$ cat src/sv/utrb_pkg.sv
`timescale 1ns / 1ps
`default_nettype none

package utrb_pkg;

  // Event codes carried by the operation field of an input beat.
  typedef enum logic [1:0] {
    OP_SEND     = 2'd0,
    OP_READ     = 2'd1,
    OP_TX_EMPTY = 2'd2,
    OP_RECEIVED = 2'd3
  } op_t;

  typedef enum logic {
    ST_IDLE  = 1'b0,
    ST_FETCH = 1'b1
  } state_t;

  // Controller to datapath.
  typedef struct packed {
    logic take;    // an input beat is accepted this cycle
    logic finish;  // registered ring data is ready to go to the output
  } cmd_t;

  // Datapath to controller.
  typedef struct packed {
    logic out_free;      // output register is empty or is being drained
    logic fetch_needed;  // the offered event must read a ring entry
  } status_t;

endpackage

`default_nettype wire

$ cat src/sv/utrb_if.sv
`timescale 1ns / 1ps
`default_nettype none

interface utrb_in_if;
  logic       valid;
  logic       ready;
  logic [1:0] operation;
  logic [7:0] data_byte;

  modport source (output valid, output operation, output data_byte, input ready);
  modport sink   (input valid, input operation, input data_byte, output ready);
endinterface

interface utrb_out_if;
  logic       valid;
  logic       ready;
  logic       line_write;
  logic [7:0] line_byte;
  logic       read_valid;
  logic [7:0] read_byte;

  modport source (output valid, output line_write, output line_byte,
                  output read_valid, output read_byte, input ready);
  modport sink   (input valid, input line_write, input line_byte,
                  input read_valid, input read_byte, output ready);
endinterface

`default_nettype wire

$ cat src/sv/utrb_ctrl.sv
`timescale 1ns / 1ps
`default_nettype none

module utrb_ctrl (
  input  wire logic               clk,
  input  wire logic               rst,
  input  wire logic               in_valid,
  output logic                    in_ready,
  input  wire utrb_pkg::status_t  status,
  output utrb_pkg::cmd_t          cmd
);

  utrb_pkg::state_t state;
  utrb_pkg::state_t state_next;
  logic             take;

  always_ff @(posedge clk) begin
    if (rst) begin
      state <= utrb_pkg::ST_IDLE;
    end else begin
      state <= state_next;
    end
  end

  assign take = in_valid && in_ready;

  always_comb begin
    state_next = state;
    case (state)
      utrb_pkg::ST_IDLE: begin
        if (take && status.fetch_needed) begin
          state_next = utrb_pkg::ST_FETCH;
        end
      end
      utrb_pkg::ST_FETCH: begin
        state_next = utrb_pkg::ST_IDLE;
      end
      default: begin
        state_next = utrb_pkg::ST_IDLE;
      end
    endcase
  end

  always_comb begin
    in_ready   = 1'b0;
    cmd.finish = 1'b0;
    case (state)
      utrb_pkg::ST_IDLE: begin
        in_ready = status.out_free;
      end
      utrb_pkg::ST_FETCH: begin
        cmd.finish = 1'b1;
      end
      default: begin
        in_ready = 1'b0;
      end
    endcase
    cmd.take = take;
  end

  // A ring fetch always completes in the very next cycle.
  a_fetch_one_cycle: assert property (@(posedge clk) disable iff (rst)
    (state == utrb_pkg::ST_FETCH) |=> (state == utrb_pkg::ST_IDLE))
    else $error("fetch state held for more than one cycle");

endmodule

`default_nettype wire

$ cat src/sv/utrb_dp.sv
`timescale 1ns / 1ps
`default_nettype none

module utrb_dp #(
  parameter int RECEIVE_DEPTH  = 64,
  parameter int TRANSMIT_DEPTH = 64
) (
  input  wire logic              clk,
  input  wire logic              rst,
  input  wire utrb_pkg::cmd_t    cmd,
  output utrb_pkg::status_t      status,
  input  wire logic [1:0]        operation,
  input  wire logic [7:0]        data_byte,
  input  wire logic              out_ready,
  output logic                   out_valid,
  output logic                   line_write,
  output logic [7:0]             line_byte,
  output logic                   read_valid,
  output logic [7:0]             read_byte
);

  localparam int RX_AW = $clog2(RECEIVE_DEPTH);
  localparam int TX_AW = $clog2(TRANSMIT_DEPTH);
  localparam logic [RX_AW-1:0] RX_LAST = RX_AW'(RECEIVE_DEPTH - 1);
  localparam logic [TX_AW-1:0] TX_LAST = TX_AW'(TRANSMIT_DEPTH - 1);

  logic [7:0]       rx_mem [RECEIVE_DEPTH];
  logic [7:0]       tx_mem [TRANSMIT_DEPTH];
  logic [7:0]       rx_rdata;
  logic [7:0]       tx_rdata;

  logic [RX_AW-1:0] rx_wr_idx;
  logic [RX_AW-1:0] rx_rd_idx;
  logic [TX_AW-1:0] tx_wr_idx;
  logic [TX_AW-1:0] tx_rd_idx;
  logic             tx_busy;
  logic             pend_read;

  utrb_pkg::op_t    op;
  logic             rx_nonempty;
  logic             tx_nonempty;
  logic             rx_push;
  logic             tx_push;
  logic             load_direct;
  logic             direct_write;

  assign op          = utrb_pkg::op_t'(operation);
  assign rx_nonempty = (rx_wr_idx != rx_rd_idx);
  assign tx_nonempty = (tx_wr_idx != tx_rd_idx);

  always_comb begin
    status.fetch_needed = 1'b0;
    rx_push             = 1'b0;
    tx_push             = 1'b0;
    direct_write        = 1'b0;
    case (op)
      utrb_pkg::OP_SEND: begin
        direct_write = !tx_busy;
        tx_push      = tx_busy;
      end
      utrb_pkg::OP_READ: begin
        status.fetch_needed = rx_nonempty;
      end
      utrb_pkg::OP_TX_EMPTY: begin
        status.fetch_needed = tx_nonempty;
      end
      utrb_pkg::OP_RECEIVED: begin
        rx_push = 1'b1;
      end
      default: begin
        status.fetch_needed = 1'b0;
      end
    endcase
    status.out_free = !out_valid || out_ready;
  end

  assign load_direct = cmd.take && !status.fetch_needed;

  // Ring memories: one write port, registered read at the current read index.
  always_ff @(posedge clk) begin
    if (cmd.take && rx_push) begin
      rx_mem[rx_wr_idx] <= data_byte;
    end
    rx_rdata <= rx_mem[rx_rd_idx];
  end

  always_ff @(posedge clk) begin
    if (cmd.take && tx_push) begin
      tx_mem[tx_wr_idx] <= data_byte;
    end
    tx_rdata <= tx_mem[tx_rd_idx];
  end

  // Indexes, busy flag and the pending fetch kind.
  always_ff @(posedge clk) begin
    if (rst) begin
      rx_wr_idx <= '0;
      rx_rd_idx <= '0;
      tx_wr_idx <= '0;
      tx_rd_idx <= '0;
      tx_busy   <= 1'b0;
      pend_read <= 1'b0;
    end else if (cmd.take) begin
      pend_read <= (op == utrb_pkg::OP_READ);
      if (rx_push) begin
        rx_wr_idx <= (rx_wr_idx == RX_LAST) ? '0 : rx_wr_idx + 1'b1;
      end
      if (tx_push) begin
        tx_wr_idx <= (tx_wr_idx == TX_LAST) ? '0 : tx_wr_idx + 1'b1;
      end
      if (direct_write) begin
        tx_busy <= 1'b1;
      end
      if (op == utrb_pkg::OP_READ && rx_nonempty) begin
        rx_rd_idx <= (rx_rd_idx == RX_LAST) ? '0 : rx_rd_idx + 1'b1;
      end
      if (op == utrb_pkg::OP_TX_EMPTY) begin
        if (tx_nonempty) begin
          tx_rd_idx <= (tx_rd_idx == TX_LAST) ? '0 : tx_rd_idx + 1'b1;
        end else begin
          tx_busy <= 1'b0;
        end
      end
    end
  end

  // Output register.
  always_ff @(posedge clk) begin
    if (rst) begin
      out_valid <= 1'b0;
    end else if (load_direct || cmd.finish) begin
      out_valid <= 1'b1;
    end else if (out_ready) begin
      out_valid <= 1'b0;
    end
  end

  always_ff @(posedge clk) begin
    if (load_direct) begin
      line_write <= direct_write;
      line_byte  <= direct_write ? data_byte : 8'h00;
      read_valid <= 1'b0;
      read_byte  <= 8'h00;
    end else if (cmd.finish) begin
      line_write <= !pend_read;
      line_byte  <= pend_read ? 8'h00 : tx_rdata;
      read_valid <= pend_read;
      read_byte  <= pend_read ? rx_rdata : 8'h00;
    end
  end

  // With the transmitter idle nothing can be left queued.
  a_idle_tx_empty: assert property (@(posedge clk) disable iff (rst)
    !tx_busy |-> (tx_wr_idx == tx_rd_idx))
    else $error("transmit ring holds data while the transmitter is idle");

  a_finish_result: assert property (@(posedge clk) disable iff (rst)
    cmd.finish |=> out_valid)
    else $error("fetched result not presented");

  a_direct_result: assert property (@(posedge clk) disable iff (rst)
    load_direct |=> out_valid)
    else $error("direct result not presented");

endmodule

`default_nettype wire

$ cat src/sv/uart_tx_rx_ring_buffers.sv
`timescale 1ns / 1ps
`default_nettype none

// Channel  Modport  Payload                                          Beat
// -------  -------  -----------------------------------------------  -----------------
// item     sink     operation[1:0], data_byte[7:0]                   valid && ready
// result   source   line_write, line_byte[7:0], read_valid,          valid && ready
//                   read_byte[7:0]
//
// Every accepted beat yields exactly one result beat. Sends, receives and
// reads or transmitter-empty events that find their ring empty load the
// result register directly; those that find data go through the fetch state,
// as the ring memory read port registers its data before it reaches the output.
// Reset (rst, synchronous) clears the ring indexes, the busy flag and the
// controller; ring contents are not cleared and need no clearing pass.
// The result register lets a new beat be taken in the same cycle the
// previous result is drained; a stalled result holds item.ready low.

module uart_tx_rx_ring_buffers #(
  parameter int RECEIVE_DEPTH  = 64,
  parameter int TRANSMIT_DEPTH = 64
) (
  input wire logic   clk,
  input wire logic   rst,
  utrb_in_if.sink    item,
  utrb_out_if.source result
);

  utrb_pkg::cmd_t    cmd;
  utrb_pkg::status_t status;

  // The controller sequences one event at a time and decides when the
  // registered ring data is moved to the result register.
  utrb_ctrl u_ctrl (
    .clk      (clk),
    .rst      (rst),
    .in_valid (item.valid),
    .in_ready (item.ready),
    .status   (status),
    .cmd      (cmd)
  );

  // The datapath holds both rings, their indexes, the transmitter busy
  // flag and the result register.
  utrb_dp #(
    .RECEIVE_DEPTH  (RECEIVE_DEPTH),
    .TRANSMIT_DEPTH (TRANSMIT_DEPTH)
  ) u_dp (
    .clk        (clk),
    .rst        (rst),
    .cmd        (cmd),
    .status     (status),
    .operation  (item.operation),
    .data_byte  (item.data_byte),
    .out_ready  (result.ready),
    .out_valid  (result.valid),
    .line_write (result.line_write),
    .line_byte  (result.line_byte),
    .read_valid (result.read_valid),
    .read_byte  (result.read_byte)
  );

endmodule

`default_nettype wire
$ cat src/flat_wrapper.sv
// flat-port wrapper written by rule: the top's interface ports become plain ports
module uart_tx_rx_ring_buffers_flat 
#(
  parameter int RECEIVE_DEPTH  = 64,
  parameter int TRANSMIT_DEPTH = 64
)
  (clk, rst, item_valid, item_operation, item_data_byte, item_ready, result_valid, result_line_write, result_line_byte, result_read_valid, result_read_byte, result_ready);
  utrb_in_if item_i ();
  utrb_out_if result_i ();
  input wire logic clk;
  input wire logic rst;
  input wire logic [$bits(item_i.valid)-1:0] item_valid;
  input wire logic [$bits(item_i.operation)-1:0] item_operation;
  input wire logic [$bits(item_i.data_byte)-1:0] item_data_byte;
  output wire logic [$bits(item_i.ready)-1:0] item_ready;
  output wire logic [$bits(result_i.valid)-1:0] result_valid;
  output wire logic [$bits(result_i.line_write)-1:0] result_line_write;
  output wire logic [$bits(result_i.line_byte)-1:0] result_line_byte;
  output wire logic [$bits(result_i.read_valid)-1:0] result_read_valid;
  output wire logic [$bits(result_i.read_byte)-1:0] result_read_byte;
  input wire logic [$bits(result_i.ready)-1:0] result_ready;
  assign item_i.valid = item_valid;
  assign item_i.operation = item_operation;
  assign item_i.data_byte = item_data_byte;
  assign item_ready = item_i.ready;
  assign result_valid = result_i.valid;
  assign result_line_write = result_i.line_write;
  assign result_line_byte = result_i.line_byte;
  assign result_read_valid = result_i.read_valid;
  assign result_read_byte = result_i.read_byte;
  assign result_i.ready = result_ready;
  uart_tx_rx_ring_buffers #(.RECEIVE_DEPTH(RECEIVE_DEPTH), .TRANSMIT_DEPTH(TRANSMIT_DEPTH)) u_core (.clk(clk), .rst(rst), .item(item_i), .result(result_i));
endmodule
$ cat config.mk
export PLATFORM = sky130hd
export DESIGN_NAME = uart_tx_rx_ring_buffers_flat
export DESIGN_NICKNAME = d
export VERILOG_FILES = /design/src/sv/utrb_pkg.sv /design/src/sv/utrb_if.sv /design/src/sv/utrb_ctrl.sv /design/src/sv/utrb_dp.sv /design/src/sv/uart_tx_rx_ring_buffers.sv /design/src/flat_wrapper.sv
export SDC_FILE = /design/constraint.sdc
export NUM_CORES = 1
export LEC_CHECK = 0
export BUFFER_PORTS_ARGS = -buffer_cell sky130_fd_sc_hd__buf_2
export CORE_UTILIZATION = 55
export CTS_CLUSTER_DIAMETER = 50
export DETAILED_ROUTE_END_ITERATION = 10
export PLACE_DENSITY = 0.76
export SYNTH_ARGS = -nofsm -noshare
export SYNTH_HDL_FRONTEND = slang
export SYNTH_SLANG_ARGS = --single-unit
$ cat constraint.sdc
create_clock -name clk -period 2.5 [get_ports clk]
set_clock_uncertainty 0.1 [all_clocks]
set_input_delay 0.125 -clock clk [delete_from_list [all_inputs] [get_ports clk]]
set_output_delay 0.125 -clock clk [all_outputs]
set_load 0.02 [all_outputs]
; Word-level counts from Yosys, hierarchy flattened
; Memory sizes are Yosys's and may differ from the RTL's. A register that Yosys moved wholly into a read port is not among the register bits.
; Index checks and enable logic that the tools add are counted.
[classes]
bitwise = 1
muxes = 28
eq_ne = 9
n_addsub = 4
reduce_logical = 19
[op_table]
columns = op, n
row1 = 8-bit two-way mux, 5
row2 = 6-bit by 1-bit adder with 6-bit output (second input constant), 4
row3 = 6-bit equality test (second input constant), 4
row4 = 6-bit two-way mux, 4
row5 = 1-bit two-way mux, 17
row6 = 6-bit != test, 2
row7 = 1-bit logical AND, 6
row8 = 2-bit AND reduction, 3
row9 = 2-bit equality test (second input constant), 2
row10 = 1-bit logical NOT, 4
row11 = 1-bit case mux with 2 select lines, 2
row12 = 2-bit nonzero test, 2
row13 = 3-bit AND reduction, 1
row14 = 2-bit by 1-bit equality test with 1-bit output (second input constant), 1
row15 = 2-bit logical NOT, 1
row16 = 1-bit logical OR, 2
row17 = 1-bit inverter, 1
[word_totals]
output_inout_bits = 20
in_bits = 14
memories = 2
elab_cells = 75
regBits = 46
ramBits = 1024
[memory_table]
columns = memory, depth, word_bits, rd, rd_ports_with_merged_regs, wr, line_no
row1 = u_core.u_dp.rx_mem, 64, 8, 1, 1, 1, utrb_dp.sv:27  ; logic [7:0] rx_mem [RECEIVE_DEPTH];
row2 = u_core.u_dp.tx_mem, 64, 8, 1, 1, 1, utrb_dp.sv:28  ; logic [7:0] tx_mem [TRANSMIT_DEPTH];

; Logic depth before layout (Yosys ltp)
[logic_depth]
ltp_word = 7
ltp_mapped = 9
mapped_depth_nobuf = 7

; Modules after synthesis
; A second synthesis with hierarchy kept.
[unflattened]
cells_unflattened = 2150
area_unflattened_um2 = 42508.3
[modules_own_cells]
columns = mod, cells_per_inst, area_each_um2, n_inst, seq_area_each_um2
row1 = utrb_dp, 2144, 42447.0, 1, 32060.7
row2 = utrb_ctrl, 6, 61.3, 1, 20.0

; Worst setup path before layout
; OpenSTA, ideal clock, no wires.
[synth_path]
kind = register to register
from = register u_core.u_dp.out_valid
to = memory u_core.u_dp.tx_mem[62][0] (enable)
t_arrival_ns = 1.880
setup_ns = 0.371
path_buffers = 0
t_required_ns = 2.029
slack_ns = 0.149
synth_period_minus_slack_ns = 2.351
stages_incl_launch_ff = 6
cell_sequence = dfxtp_1 -> nor2b_2 -> nor4_4 -> and2b_1 -> nand3_1 -> nor2_1
[synth_via]
elab_chain_len = 7
[synth_rtl]
columns = item, line_no
row1 = "start, declared", utrb_dp.sv:15  ; output logic out_valid,
row2 = "start signal, assigned", utrb_dp.sv:130  ; out_valid <= 1'b0;
row3 = "start signal, assigned", utrb_dp.sv:132  ; out_valid <= 1'b1;
row4 = "start signal, assigned", utrb_dp.sv:134  ; out_valid <= 1'b0;
row5 = 1-bit logical NOT, utrb_dp.sv:74  ; status.out_free = !out_valid || out_ready;
row6 = 1-bit logical OR, utrb_dp.sv:74
row7 = 1-bit two-way mux, utrb_ctrl.sv:47  ; case (state)
row8 = 1-bit logical AND, utrb_ctrl.sv:25  ; assign take = in_valid && in_ready;
row9 = 1-bit logical AND, utrb_dp.sv:88  ; if (cmd.take && tx_push) begin
row10 = 1-bit two-way mux, utrb_dp.sv:88
row11 = 1-bit two-way mux (implied by the code), utrb_dp.sv:89  ; tx_mem[tx_wr_idx] <= data_byte;
row12 = "end, declared", utrb_dp.sv:28
; No other way between the ends.

==> qor.yml <==
drtIter0Drc: 3035
synth_commonest_cells: "edfxtp_1, mux4_2, nor2_1, mux2i_1, nand2_1"
p_sw_share_pct: 19.8
rows: 101
dp_hpwl_um: 60600
yosys.area.top_type: "edfxtp_1"
rsz0062_at_grt: "false"
pwr-share-comb_pct: 1.6
placed_area_mm2: 0.0456
via_per_inst: 6.29
synth.most_common_cell: "edfxtp_1"
vias: 22500
leakagePower_uw: 0.0157
drv_slew: 0
async_reset_ff_share_pct: 0
maxSlewHeadroom_pct: 41.5
netlist_area_mm2: 0.0426
synthTopCellsByArea: "edfxtp_1, mux4_2, dfxtp_1"
setup_viol: 0
required_ns: 2.92
vdd_ir_drop_max_v: 0.000659
die_h_um: 280
synth-edff-count: 1033
period_share_pct: 96.7
worstPathMaxFanout: 16
p_clk_share_pct: 43.3
p_int_uw: 29100
startpoint_type: "flop"
cp_top_family: "compound AO/OA/AOI/OAI gates"
cp-end-kind: "flop"
seqPwrFrac_pct: 55.1
min_path_type: "input pin to flop"
synthToLayoutAreaGrowth_pct: 15.9
place.gp.congestion: 0.919
cpMaxStageDelayCell: "dfxtp_4"
grtUsageTotal_pct: 25.0
grt_pass1_wl_um: 144000
cts_tree: "built"
root_buffer: "clkbuf_16"
clk_pin_slew_ns: 0.07
drtAntennaViolNets: 0
outcome: "complete, no violations"
ys_warn_count: 0
yosys_most_used_dff: "edfxtp_1"
fin_crit_ns: 2.42
synth_nets: 2178
drcViolationCount: 0
design_area_mm2: 0.0494
ys_types: 72
grt_max_degree: 130
die_w_um: 280
cts.sinks: 1086
cts_max_level: 3
maxCapViolations: 0
crit_buf_inv: 1
hold_violations: 0
grt_antenna_before_repair: 0
timing.fmax_mhz: 414
first_pass_iters: 6
p_sw_uw: 7160
worst_skew_pair.late_latency_ns: 0.67
pre_cts_slack_ns: -0.122
ioPinCount: 34
netlist_instances: 2156
cts_buffers: 106
grt-ovfl-total: 0
die-area_mm2: 0.0785
power.density_mw_per_mm2: 734
core_area_mm2: 0.0763
crit_arrival_ns: 2.83
fillers: 4897
cp_cell_sequence: "buf_12, mux4_2, o22ai_1, a31oi_1, a21oi_1, o221ai_1"
worst_slack_ns: 0.0834
wl_per_cell_um: 27.1
critical_path_class: "flop to flop"
grt_pass1_vias: 22800
ys_ff_latch: 1086
max_stage_delay_ns: 0.53
worstMarginPinSlew_ns: 0.878
nets: 2480
syn_avg_cell_area_um2: 19.8
initial_core_util_pct: 55.8
wirelength_um: 97200
port_buffers: 33
synth_top_area_share_pct: 72.8
drive_above_1_share_pct: 29.9
ys_seq_area_share_pct: 75.3
clock_path_buffers: 3
==> final timing paths <==
path	cells after the start	to	slack [ns]	startpoint
min reg2reg	1	u_core.u_dp.read_valid	0.36	u_core.u_dp.read_valid
max	6	u_core.u_dp.tx_rdata[6]	0.08	u_core.u_dp.tx_rd_idx[2]
min	1	u_core.u_dp.tx_mem[3][7]	0.01	item_data_byte[7]
max reg2reg	6	u_core.u_dp.tx_rdata[6]	0.08	u_core.u_dp.tx_rd_idx[2]
==> layout make-up <==
class	count	area (um2)	share of cell area, %
flip-flops and latches	1086	32100	65.1
well taps	1030	1290	2.61
multi-input cells	936	9740	19.7
clock inverters	65	622	1.26
repair buffers	320	2740	5.55
diodes	1	2.50	0.00507
inverters	8	30.0	0.0608
clock buffers	133	2830	5.73
==> metal layers <==
metal | up-vias | wire (um) | share of wire [%] | track usage [%]
met2 | 1262 | 47000 | 48 | 39.6
met3 | 130 | 9090 | 9.4 | 3.74
met4 | 0 | 1630 | 1.7 | 5.55
met1 | 11700 | 39400 | 41 | 37.0
li1 | 9438 | - | - | -
met5 | - | 0 | 0 | 0
==> sequential cells by signal, summed over array words and instances (netlist names), 6 cells and up <==
signal                 cells
u_core.u_dp.read_byte      8
u_core.u_dp.rx_rd_idx      6
u_core.u_dp.tx_rd_idx      6
u_core.u_dp.line_byte      8
u_core.u_dp.rx_mem       512
u_core.u_dp.tx_rdata       8
u_core.u_dp.rx_rdata       8
u_core.u_dp.tx_mem       512
u_core.u_dp.tx_wr_idx      6
u_core.u_dp.rx_wr_idx      6
==> through the flow <==
stage                     power [uW]  TNS (ns)  hold WS (ns)  utilization (%)  instances
after floorplan                20500         0         0.124                -       2156
after global placement         20900    -0.420         0.331             59.7       3357
after detailed placement       20900    -0.564         0.359             59.7       3357
after CTS                      36400         0        0.0177             64.5       3566
after global routing           37100         0        0.0329             64.7       3578
final                          36200         0        0.0114             64.7       3579
==> cells by family after synthesis <==
group,after synthesis,synth area share (%)
AO/OA/AOI/OAI,234,4.00
XOR/XNOR,25,0.514
adder cells (fa/ha/maj),8,0.235
buffers and inverters,134,1.97
flip-flops,1086,75.3
multiplexers,322,14.1
AND/OR/NAND/NOR,347,3.86
==> power groups by stage <==
stage	combinational [uW]	sequential (uW)	clock, uW
floorplan	123	20300	0
global placement	543	20300	0
detailed placement	576	20300	0
CTS	589	20000	15800
global route	627	19900	16500
finish	595	20000	15700
==> repair_timing <==
item | 4_1_cts | 5_1_grt
pin swaps | 0 | 1
resized for setup | 13 | 5
setup endpoints to repair | 10 | 13
setup buffers | 0 | 12
hold buffers | 11 | 0
hold endpoints to repair | 252 | 0
==> cells in the final DEF, fill, tap and decap left out, types with 7 or more instances in the layout <==
master / count
a211o_1: 9
a211oi_1: 11
a21oi_1: 35
a221oi_1: 8
a22o_1: 31
a22oi_1: 34
and2_1: 10
buf_12: 29
buf_2: 25
buf_4: 253
bufinv_16: 9
clkbuf_1: 23
clkbuf_16: 109
clkinv_1: 15
clkinv_2: 23
clkinvlp_4: 7
dfxtp_1: 45
dlygate4sd3_1: 11
edfxtp_1: 1033
ha_1: 8
mux2_2: 27
mux2i_1: 73
mux4_2: 214
nand2_1: 61
nand3_1: 30
nand3b_1: 10
nor2_1: 168
nor2b_1: 13
nor3_1: 10
o21ai_0: 15
o221ai_1: 18
o22ai_1: 26
o31ai_1: 8
xnor2_1: 9
xor2_1: 16
(Power assumes the default switching activity.)
